`src/rtl/srs_pkg.sv`:
```
package srs_pkg;

   // Result kinds on the rsp channel.
   localparam logic [1:0] KIND_SEND   = 2'd0;
   localparam logic [1:0] KIND_RESEND = 2'd1;
   localparam logic [1:0] KIND_RTT    = 2'd2;
   localparam logic [1:0] KIND_DONE   = 2'd3;

   // Register map: byte address 4*index, decoded from paddr[3:2].
   localparam int unsigned CSR_ADDR_BITS = 4;
   localparam logic [1:0] REG_WINDOW_SIZE  = 2'd0;
   localparam logic [1:0] REG_TOTAL_FRAMES = 2'd1;
   localparam logic [1:0] REG_TIMEOUT_MS   = 2'd2;

   // Largest RTT sample that fits the output field.
   localparam logic [15:0] RTT_MAX = 16'hFFFF;

   // Configuration as seen by the controller.
   typedef struct packed {
      logic [3:0]  window_size;
      logic [15:0] total_frames;
      logic [15:0] timeout_ms;
   } srs_cfg_type;

   // One result word.
   typedef struct packed {
      logic [1:0]  kind;
      logic [15:0] frame_index;
      logic [15:0] rtt_ms;
      logic        last;
   } srs_word_type;

   // Controller to output stage.
   typedef struct packed {
      logic         push;
      logic         flush;
      srs_word_type word;
   } srs_cmd_type;

   // Output stage to controller.
   typedef struct packed {
      logic room;
   } srs_ostat_type;

endpackage

```
`src/rtl/srs_ram.sv`:
```
module srs_ram #(
   parameter int unsigned WIDTH = 32,
   parameter int unsigned DEPTH = 8,
   localparam int unsigned AW = (DEPTH > 1) ? $clog2(DEPTH) : 1
) (
   input  logic             clock,
   input  logic             wr_en,
   input  logic [AW-1:0]    wr_addr,
   input  logic [WIDTH-1:0] wr_data,
   input  logic             rd_en,
   input  logic [AW-1:0]    rd_addr,
   output logic [WIDTH-1:0] rd_data
);

   logic [WIDTH-1:0] mem_ff [DEPTH];
   logic [WIDTH-1:0] rd_data_ff;

   // Single write port, registered read port; read data holds between reads.
   always_ff @(posedge clock) begin
      if (wr_en) begin
         mem_ff[wr_addr] <= wr_data;
      end
      if (rd_en) begin
         rd_data_ff <= mem_ff[rd_addr];
      end
   end

   assign rd_data = rd_data_ff;

endmodule

```
`src/rtl/srs_out.sv`:
```
module srs_out (
   input  logic                  clock,
   input  logic                  reset,
   input  srs_pkg::srs_cmd_type  cmd,
   output srs_pkg::srs_ostat_type ostat,
   output logic                  rsp_valid,
   input  logic                  rsp_stall,
   output srs_pkg::srs_word_type rsp_word
);

   import srs_pkg::*;

   srs_word_type pend_ff, pend_in;
   logic         pend_valid_ff, pend_valid_in;
   srs_word_type out_ff, out_in;
   logic         out_valid_ff, out_valid_in;
   logic         out_free;
   logic         room;

   // The newest result waits in the pending register until the next one
   // arrives or the item ends, so that its last flag is known when it moves on.
   assign out_free = !out_valid_ff || !rsp_stall;
   assign room     = !pend_valid_ff || out_free;

   always_comb begin
      pend_in       = pend_ff;
      pend_valid_in = pend_valid_ff;
      out_in        = out_ff;
      out_valid_in  = out_valid_ff && rsp_stall;
      if (cmd.push && room) begin
         if (pend_valid_ff) begin
            out_in       = pend_ff;
            out_in.last  = 1'b0;
            out_valid_in = 1'b1;
         end
         pend_in       = cmd.word;
         pend_valid_in = 1'b1;
      end else if (cmd.flush && pend_valid_ff && out_free) begin
         out_in        = pend_ff;
         out_in.last   = 1'b1;
         out_valid_in  = 1'b1;
         pend_valid_in = 1'b0;
      end
   end

   always_ff @(posedge clock) begin
      if (reset) begin
         pend_valid_ff <= 1'b0;
         out_valid_ff  <= 1'b0;
      end else begin
         pend_valid_ff <= pend_valid_in;
         out_valid_ff  <= out_valid_in;
      end
      pend_ff <= pend_in;
      out_ff  <= out_in;
   end

   assign ostat.room    = room;
   assign rsp_valid     = out_valid_ff;
   assign rsp_word      = out_ff;

endmodule

```
`src/rtl/srs_ctrl.sv`:
```
module srs_ctrl #(
   parameter int unsigned WINDOW_MAX = 8,
   parameter int unsigned TIME_BITS  = 32,
   localparam int unsigned SW = (WINDOW_MAX > 1) ? $clog2(WINDOW_MAX) : 1,
   localparam int unsigned KW = $clog2(WINDOW_MAX + 1)
) (
   input  logic                   clock,
   input  logic                   reset,
   input  logic                   req_valid,
   output logic                   req_stall,
   input  logic                   req_mode,
   input  logic [15:0]            req_ack_index,
   input  srs_pkg::srs_cfg_type   cfg,
   output srs_pkg::srs_cmd_type   cmd,
   input  srs_pkg::srs_ostat_type ostat,
   output logic                   ram_wr_en,
   output logic [SW-1:0]          ram_wr_addr,
   output logic [TIME_BITS-1:0]   ram_wr_data,
   output logic                   ram_rd_en,
   output logic [SW-1:0]          ram_rd_addr,
   input  logic [TIME_BITS-1:0]   ram_rd_data
);

   import srs_pkg::*;

   typedef enum logic [2:0] {
      ST_IDLE,
      ST_TICK_ISSUE,
      ST_TICK_EVAL,
      ST_ACK,
      ST_ACK_EVAL,
      ST_SLIDE,
      ST_FILL,
      ST_DONE_FLUSH
   } state_type;

   state_type               state_ff, state_in;
   logic                    done_sent_ff, done_sent_in;
   logic [15:0]             ack_ff, ack_in;
   logic [15:0]             base_ff, base_in;
   logic [15:0]             next_ff, next_in;
   logic [SW-1:0]           base_slot_ff, base_slot_in;
   logic [SW-1:0]           next_slot_ff, next_slot_in;
   logic [SW-1:0]           scan_slot_ff, scan_slot_in;
   logic [KW-1:0]           k_ff, k_in;
   logic [TIME_BITS-1:0]    time_ff, time_in;
   logic [WINDOW_MAX-1:0]   acked_ff, acked_in;
   logic [WINDOW_MAX-1:0]   resent_ff, resent_in;

   logic [15:0]             outstanding;
   logic [15:0]             eff_window;
   logic [15:0]             ack_off;
   logic                    ack_in_window;
   logic [SW:0]             ack_sum;
   logic [SW-1:0]           ack_slot;
   logic [SW-1:0]           look_slot;
   logic                    acked_look;
   logic                    resent_look;
   logic [TIME_BITS-1:0]    elapsed;
   logic [15:0]             rtt_sat;

   // Slot pointers advance modulo the window depth.
   function automatic logic [SW-1:0] slot_inc(input logic [SW-1:0] s);
      logic [SW-1:0] r;
      if (s == SW'(WINDOW_MAX - 1)) begin
         r = '0;
      end else begin
         r = s + 1'b1;
      end
      return r;
   endfunction

   // Window bookkeeping.
   assign outstanding = next_ff - base_ff;
   always_comb begin
      if (cfg.window_size == 4'd0) begin
         eff_window = 16'd1;
      end else if (16'(cfg.window_size) > 16'(WINDOW_MAX)) begin
         eff_window = 16'(WINDOW_MAX);
      end else begin
         eff_window = 16'(cfg.window_size);
      end
   end

   // The acknowledged frame's slot is the base slot plus its offset, which is
   // below the window depth whenever the frame is outstanding.
   assign ack_off       = ack_ff - base_ff;
   assign ack_in_window = ack_off < outstanding;
   assign ack_sum       = {1'b0, base_slot_ff} + {1'b0, ack_off[SW-1:0]};
   assign ack_slot      = (ack_sum >= (SW+1)'(WINDOW_MAX)) ?
                          SW'(ack_sum - (SW+1)'(WINDOW_MAX)) : ack_sum[SW-1:0];

   // One slot of flags is looked at per cycle; the state picks which.
   always_comb begin
      case (state_ff)
         ST_ACK:   look_slot = ack_slot;
         ST_SLIDE: look_slot = base_slot_ff;
         default:  look_slot = scan_slot_ff;
      endcase
   end
   assign acked_look  = acked_ff[look_slot];
   assign resent_look = resent_ff[look_slot];

   // Age of the slot's send time, and its saturated form for RTT samples.
   assign elapsed = time_ff - ram_rd_data;
   assign rtt_sat = (elapsed > TIME_BITS'(RTT_MAX)) ? RTT_MAX : elapsed[15:0];

   assign req_stall   = (state_ff != ST_IDLE);
   assign ram_rd_addr = look_slot;
   assign ram_wr_data = time_ff;

   // Sequencer.
   always_comb begin
      state_in     = state_ff;
      done_sent_in = done_sent_ff;
      ack_in       = ack_ff;
      base_in      = base_ff;
      next_in      = next_ff;
      base_slot_in = base_slot_ff;
      next_slot_in = next_slot_ff;
      scan_slot_in = scan_slot_ff;
      k_in         = k_ff;
      time_in      = time_ff;
      acked_in     = acked_ff;
      resent_in    = resent_ff;
      cmd          = '0;
      ram_wr_en    = 1'b0;
      ram_rd_en    = 1'b0;
      ram_wr_addr  = next_slot_ff;

      case (state_ff)
         ST_IDLE: begin
            if (req_valid) begin
               if (!req_mode) begin
                  time_in      = time_ff + 1'b1;
                  k_in         = '0;
                  scan_slot_in = base_slot_ff;
                  state_in     = ST_TICK_ISSUE;
               end else begin
                  ack_in   = req_ack_index;
                  state_in = ST_ACK;
               end
            end
         end

         // Walk the outstanding slots from the base; acked ones are skipped.
         ST_TICK_ISSUE: begin
            if (16'(k_ff) < outstanding) begin
               if (acked_look) begin
                  k_in         = k_ff + 1'b1;
                  scan_slot_in = slot_inc(scan_slot_ff);
               end else begin
                  ram_rd_en = 1'b1;
                  state_in  = ST_TICK_EVAL;
               end
            end else begin
               state_in = ST_FILL;
            end
         end

         // Expired frame: resend it and restamp its send time.
         ST_TICK_EVAL: begin
            if (elapsed >= TIME_BITS'(cfg.timeout_ms)) begin
               if (ostat.room) begin
                  cmd.push             = 1'b1;
                  cmd.word.kind        = KIND_RESEND;
                  cmd.word.frame_index = base_ff + 16'(k_ff);
                  ram_wr_en            = 1'b1;
                  ram_wr_addr          = scan_slot_ff;
                  resent_in[scan_slot_ff] = 1'b1;
                  k_in                 = k_ff + 1'b1;
                  scan_slot_in         = slot_inc(scan_slot_ff);
                  state_in             = ST_TICK_ISSUE;
               end
            end else begin
               k_in         = k_ff + 1'b1;
               scan_slot_in = slot_inc(scan_slot_ff);
               state_in     = ST_TICK_ISSUE;
            end
         end

         // A fresh acknowledgement inside the window marks its slot.
         ST_ACK: begin
            if (ack_in_window && !acked_look) begin
               acked_in[ack_slot] = 1'b1;
               if (!resent_look) begin
                  ram_rd_en = 1'b1;
                  state_in  = ST_ACK_EVAL;
               end else begin
                  state_in = ST_SLIDE;
               end
            end else begin
               state_in = ST_FILL;
            end
         end

         // Frame never resent: its round trip is a valid sample.
         ST_ACK_EVAL: begin
            if (ostat.room) begin
               cmd.push             = 1'b1;
               cmd.word.kind        = KIND_RTT;
               cmd.word.frame_index = ack_ff;
               cmd.word.rtt_ms      = rtt_sat;
               state_in             = ST_SLIDE;
            end
         end

         // Move the base past acknowledged frames, one per cycle.
         ST_SLIDE: begin
            if ((base_ff < cfg.total_frames) && (base_ff != next_ff) && acked_look) begin
               base_in      = base_ff + 16'd1;
               base_slot_in = slot_inc(base_slot_ff);
            end else begin
               state_in = ST_FILL;
            end
         end

         // Refill the window with new frames, one per cycle while the output stage has room.
         ST_FILL: begin
            if ((next_ff < cfg.total_frames) && (outstanding < eff_window)) begin
               if (ostat.room) begin
                  cmd.push             = 1'b1;
                  cmd.word.kind        = KIND_SEND;
                  cmd.word.frame_index = next_ff;
                  ram_wr_en            = 1'b1;
                  acked_in[next_slot_ff]  = 1'b0;
                  resent_in[next_slot_ff] = 1'b0;
                  next_in              = next_ff + 16'd1;
                  next_slot_in         = slot_inc(next_slot_ff);
               end
            end else begin
               done_sent_in = 1'b0;
               state_in     = ST_DONE_FLUSH;
            end
         end

         // Completion word if due, then mark the item's final word.
         ST_DONE_FLUSH: begin
            if ((base_ff >= cfg.total_frames) && !done_sent_ff) begin
               if (ostat.room) begin
                  cmd.push      = 1'b1;
                  cmd.word.kind = KIND_DONE;
                  done_sent_in  = 1'b1;
               end
            end else begin
               cmd.flush = 1'b1;
               if (ostat.room) begin
                  state_in = ST_IDLE;
               end
            end
         end

         default: begin
            state_in = ST_IDLE;
         end
      endcase
   end

   always_ff @(posedge clock) begin
      if (reset) begin
         state_ff     <= ST_IDLE;
         done_sent_ff <= 1'b0;
         base_ff      <= '0;
         next_ff      <= '0;
         base_slot_ff <= '0;
         next_slot_ff <= '0;
         scan_slot_ff <= '0;
         k_ff         <= '0;
         time_ff      <= '0;
         acked_ff     <= '0;
         resent_ff    <= '0;
      end else begin
         state_ff     <= state_in;
         done_sent_ff <= done_sent_in;
         base_ff      <= base_in;
         next_ff      <= next_in;
         base_slot_ff <= base_slot_in;
         next_slot_ff <= next_slot_in;
         scan_slot_ff <= scan_slot_in;
         k_ff         <= k_in;
         time_ff      <= time_in;
         acked_ff     <= acked_in;
         resent_ff    <= resent_in;
      end
      ack_ff <= ack_in;
   end

endmodule

```
`src/rtl/selective_repeat_sender_top.sv`:
```
// Channel  Direction  Handshake          Word
// req      in         req_valid/stall    req_mode, req_ack_index
// rsp      out        rsp_valid/stall    rsp_kind, rsp_frame_index, rsp_rtt_ms, rsp_last
// csr      in/out     psel/penable       window_size 0x0, total_frames 0x4, timeout_ms 0x8
//
// One item at a time. Each unacked outstanding slot that a tick visits is read from the
// registered send-time memory before its age is evaluated.
// Reset is synchronous; a stalled rsp holds the controller only when a second word waits.
module selective_repeat_sender_top #(
   parameter int unsigned WINDOW_MAX = 8,
   parameter int unsigned TIME_BITS  = 32
) (
   input  logic        clock,
   input  logic        reset,
   input  logic        req_valid,
   output logic        req_stall,
   input  logic        req_mode,
   input  logic [15:0] req_ack_index,
   output logic        rsp_valid,
   input  logic        rsp_stall,
   output logic [1:0]  rsp_kind,
   output logic [15:0] rsp_frame_index,
   output logic [15:0] rsp_rtt_ms,
   output logic        rsp_last,
   input  logic        psel,
   input  logic        penable,
   input  logic        pwrite,
   input  logic [srs_pkg::CSR_ADDR_BITS-1:0] paddr,
   input  logic [31:0] pwdata,
   output logic [31:0] prdata,
   output logic        pready
);

   import srs_pkg::*;

   localparam int unsigned SW = (WINDOW_MAX > 1) ? $clog2(WINDOW_MAX) : 1;

   logic [3:0]           window_size_ff;
   logic [15:0]          total_frames_ff;
   logic [15:0]          timeout_ms_ff;
   logic [1:0]           csr_index;
   logic                 csr_write;
   srs_cfg_type          cfg;
   srs_cmd_type          cmd;
   srs_ostat_type        ostat;
   srs_word_type         rsp_word;
   logic                 ram_wr_en;
   logic [SW-1:0]        ram_wr_addr;
   logic [TIME_BITS-1:0] ram_wr_data;
   logic                 ram_rd_en;
   logic [SW-1:0]        ram_rd_addr;
   logic [TIME_BITS-1:0] ram_rd_data;

   // Register port: writes land in the access phase, reads are combinational.
   assign pready    = 1'b1;
   assign csr_index = paddr[3:2];
   assign csr_write = psel && penable && pwrite;

   always_ff @(posedge clock) begin
      if (reset) begin
         window_size_ff  <= 4'd4;
         total_frames_ff <= 16'd1;
         timeout_ms_ff   <= 16'd1000;
      end else if (csr_write) begin
         case (csr_index)
            REG_WINDOW_SIZE:  window_size_ff  <= pwdata[3:0];
            REG_TOTAL_FRAMES: total_frames_ff <= pwdata[15:0];
            REG_TIMEOUT_MS:   timeout_ms_ff   <= pwdata[15:0];
            default: ;
         endcase
      end
   end

   always_comb begin
      case (csr_index)
         REG_WINDOW_SIZE:  prdata = 32'(window_size_ff);
         REG_TOTAL_FRAMES: prdata = 32'(total_frames_ff);
         REG_TIMEOUT_MS:   prdata = 32'(timeout_ms_ff);
         default:          prdata = '0;
      endcase
   end

   assign cfg.window_size  = window_size_ff;
   assign cfg.total_frames = total_frames_ff;
   assign cfg.timeout_ms   = timeout_ms_ff;

   // Window sequencer with per-slot flags.
   srs_ctrl #(
      .WINDOW_MAX (WINDOW_MAX),
      .TIME_BITS  (TIME_BITS)
   ) u_ctrl (
      .clock         (clock),
      .reset         (reset),
      .req_valid     (req_valid),
      .req_stall     (req_stall),
      .req_mode      (req_mode),
      .req_ack_index (req_ack_index),
      .cfg           (cfg),
      .cmd           (cmd),
      .ostat         (ostat),
      .ram_wr_en     (ram_wr_en),
      .ram_wr_addr   (ram_wr_addr),
      .ram_wr_data   (ram_wr_data),
      .ram_rd_en     (ram_rd_en),
      .ram_rd_addr   (ram_rd_addr),
      .ram_rd_data   (ram_rd_data)
   );

   // Send time of each window slot.
   srs_ram #(
      .WIDTH (TIME_BITS),
      .DEPTH (WINDOW_MAX)
   ) u_send_time (
      .clock   (clock),
      .wr_en   (ram_wr_en),
      .wr_addr (ram_wr_addr),
      .wr_data (ram_wr_data),
      .rd_en   (ram_rd_en),
      .rd_addr (ram_rd_addr),
      .rd_data (ram_rd_data)
   );

   // Pending word and output register.
   srs_out u_out (
      .clock     (clock),
      .reset     (reset),
      .cmd       (cmd),
      .ostat     (ostat),
      .rsp_valid (rsp_valid),
      .rsp_stall (rsp_stall),
      .rsp_word  (rsp_word)
   );

   assign rsp_kind        = rsp_word.kind;
   assign rsp_frame_index = rsp_word.frame_index;
   assign rsp_rtt_ms      = rsp_word.rtt_ms;
   assign rsp_last        = rsp_word.last;

endmodule

```
`config.mk`:
```
export PLATFORM = sky130hd
export DESIGN_NAME = selective_repeat_sender_top
export DESIGN_NICKNAME = d
export VERILOG_FILES = /design/src/rtl/srs_pkg.sv /design/src/rtl/srs_ram.sv /design/src/rtl/srs_out.sv /design/src/rtl/srs_ctrl.sv /design/src/rtl/selective_repeat_sender_top.sv
export SDC_FILE = /design/constraint.sdc
export NUM_CORES = 1
export LEC_CHECK = 0
export BUFFER_PORTS_ARGS = -buffer_cell sky130_fd_sc_hd__buf_4
export CAP_MARGIN = 20
export CORE_MARGIN = 3
export CORE_UTILIZATION = 60
export DETAILED_ROUTE_END_ITERATION = 7
export MAX_ROUTING_LAYER = met4
export PLACE_DENSITY = 0.78
export SLEW_MARGIN = 10
export SYNTH_ARGS = -nofsm -noshare
export SYNTH_HDL_FRONTEND = slang
export SYNTH_HIERARCHICAL = 1
export SYNTH_SLANG_ARGS = --single-unit
export TNS_END_PERCENT = 1
```
`constraint.sdc`:
```
create_clock -name clock -period 11.4 [get_ports clock]
set_clock_uncertainty 0.1 [all_clocks]
set_input_delay 1.14 -clock clock [delete_from_list [all_inputs] [get_ports clock]]
set_output_delay 1.14 -clock clock [all_outputs]
set_load 0.05 [all_outputs]
```
==> results_dict.tcl <==
set metrics [dict create \
    dp_slack_ps 4580 \
    drtIter0Drc 1555 \
    vdd_drop_max_mv 0.139 \
    place.gp.congestion 0.916 \
    period_minus_slack_ps 7070 \
    synth_area_um2 26300 \
    setup_viol 0 \
    antenna_found_initial 0 \
    crit_type "reg -> reg" \
    fin_area_um2 29100 \
    clk_latency_ps 610 \
    cp_slowest_cell "o41ai_1" \
    root_buffer "clkbuf_16" \
    drt-total-wl_um 63200 \
    viasPerCell 6.29 \
    core_area_um2 43200 \
    crit_top_cell "a21oi_1" \
    initial_core_util 0.609 \
    grt_overflow 0 \
    cpPeakStageDelay_ps 740 \
    power_density_nw_per_um2 156 \
    cts_hold_buf 0 \
    drv_slew 0 \
    power_uw 4520 \
    wl_per_cell_um 21.9 \
    grt_max_degree 116 \
    drc 0 \
    hold_class "reg -> reg" \
    r2r-start "u_ctrl/ram_wr_data[2]" \
    endpoint_kind "flip-flop" \
    worstPathArrival_ps 7190 \
    holdWs_ps 318 \
    status "finished clean" \
    dpl.hpwl_um 42200 \
    postSynthCellCount 2185 \
    reg2reg_depth 21 \
    slew-limit-headroom 0.256 \
    startpoint_type "flip-flop" \
    clock-sinks 508 \
    cts_buffer_depth 3 \
    dieArea_um2 46400 \
    leakage_uw 0.0110 \
    grt_pass1_wl_um 98300 \
    ios 130 \
    cap_viol_max_count 0 \
    fp.dieW_um 215 \
    postSynthAreaPerCell_um2 12.0 \
    rows 76 \
    cts_resized 0 \
    clock.fmax_mhz 141 \
    first_global_vias 17700 \
    numCtsBuffers 52 \
    die_h_um 215 \
    required_ps 11510 \
    rsz0062_at_grt "false" \
    holdPathStages 0 \
    crit_fanout 32 \
    layout_setup_ws_ps 4330 \
    setup_tns_ps 0 \
    reg2reg_slack_ps 4330 \
    post-cts-setup-buffer-count 0 \
    post_dp_cell_area_um2 27500 \
    tritoncts "built" \
    first_pass_iters 6 \
    num_antenna_cells 0 \
    ant_nets 0 \
    hp-start "u_out/pend_ff[11]" \
    hold_violations 0 \
    portBuffers 94 \
    syn_to_final_growth_pct 10.6 \
    nets 2472 \
    rr_endpoint "u_send_time/mem_ff[0][1]" \
    fin_crit_sh 0.620 \
    synth_warnings 6 \
    vias 18200 \
    final_layout_size_suffix_gt1_frac 0.129 \
    cp_cell_sequence "ha_1 -> o211ai_1 -> a21oi_1 -> o41ai_1 -> nand2_1 -> a21oi_1 -> xor2_1 -> inv_1 -> ha_1 -> a21o_1 -> a21o_1 -> a21oi_1 -> o211ai_1 -> a31oi_1 -> o21a_1 -> and4_1 -> or3_1 -> mux2_2 -> nand2b_1 -> nor3_2 -> buf_4" \
    globalRouteTotalUtil 0.276 \
    clk_pin_slew_ps 60 \
    htree_levels 2 \
    tightest_slew_ps 1120 \
    holdPathEnd "u_out/rsp_word[11]" \
]
==> area by class of cell <==
cell class	instances	area, um^2
fill	3125	14100
sequential	508	13900
multi-input combinational	1447	11500
clock buffer	69	1430
timing repair buffer	115	863
tap	585	732
inverter	139	523
clock inverter	28	181
==> worst max-delay path, delay by kind of cell, from the launching register on <==
kind	cells	cell delay [ps]
flip-flops	1	580
AO/OA/AOI/OAI	10	2590
AND/OR/NAND/NOR	5	1290
XOR/XNOR	1	380
adder cells (fa/ha/maj)	2	660
multiplexers	1	380
buffers and inverters	2	680
==> worst max path at each step <==
stage | start | endpoint | slack (ps) | cells past startpoint
floorplan | u_ctrl/ram_wr_data[2] | u_send_time/mem_ff[0][0] | 4490 | 21
global placement | u_ctrl/ram_wr_data[2] | u_send_time/mem_ff[0][12] | 4800 | 21
detailed placement | u_ctrl/ram_wr_data[2] | u_send_time/mem_ff[0][12] | 4580 | 21
CTS | u_ctrl/ram_wr_data[2] | u_send_time/mem_ff[0][1] | 4500 | 21
global route | u_ctrl/ram_wr_data[2] | u_send_time/mem_ff[0][1] | 4110 | 21
finish | u_ctrl/ram_wr_data[2] | u_send_time/mem_ff[0][1] | 4330 | 21
==> cell usage in the layout (no fill, tap or decap), drive strengths merged, types with 55 or more instances in the layout <==
cell type,instances
buf,115
ha,144
xnor2,55
nand2b,75
a21oi,113
mux4,64
edfxtp,373
mux2i,72
clkbuf,69
inv,140
o21ai,95
nand2,108
nor2,168
dfxtp,135
==> per-stage QoR <==
| step | cells | utilization |
|---|---|---|
| 6_report | 2891 | 0.674 |
| 5_1_grt | 2891 | 0.674 |
| 4_1_cts | 2891 | 0.674 |
| 3_5_place_dp | 2794 | 0.637 |
| 3_3_place_gp | 2794 | 0.637 |
| 2_1_floorplan | 2200 | - |
==> metal layers <==
metal / wire [um] / track usage / vias up
met2: 29300 / 0.432 / 770
met4: 2380 / 0.105 / 0
met3: 5000 / 0.0458 / 155
met1: 26600 / 0.368 / 8961
li1: - / - / 8309
met5: 0 / - / -
==> power by group <==
part | total [uW] | internal [uW] | leakage, uW | switching (uW)
registers | 2190 | 2130 | 0.00449 | 57.8
logic | 719 | 272 | 0.00570 | 447
clock network | 1610 | 904 | 0.000788 | 709
==> registers in the layout, indices dropped and copies added, names as in the netlist, 8 cells and up <==
name / cells
u_send_time/mem_ff: 256
u_ctrl/ack_ff: 16
u_ctrl/resent_ff: 8
u_ctrl/acked_ff: 8
u_ctrl/next_ff: 16
u_out/pend_ff: 34
u_ctrl/ram_wr_data: 32
timeout_ms_ff: 16
u_out/rsp_word: 35
u_ctrl/base_ff: 16
total_frames_ff: 16
u_send_time/rd_data: 32
Note: power is estimated with default switching activity, not from simulation.
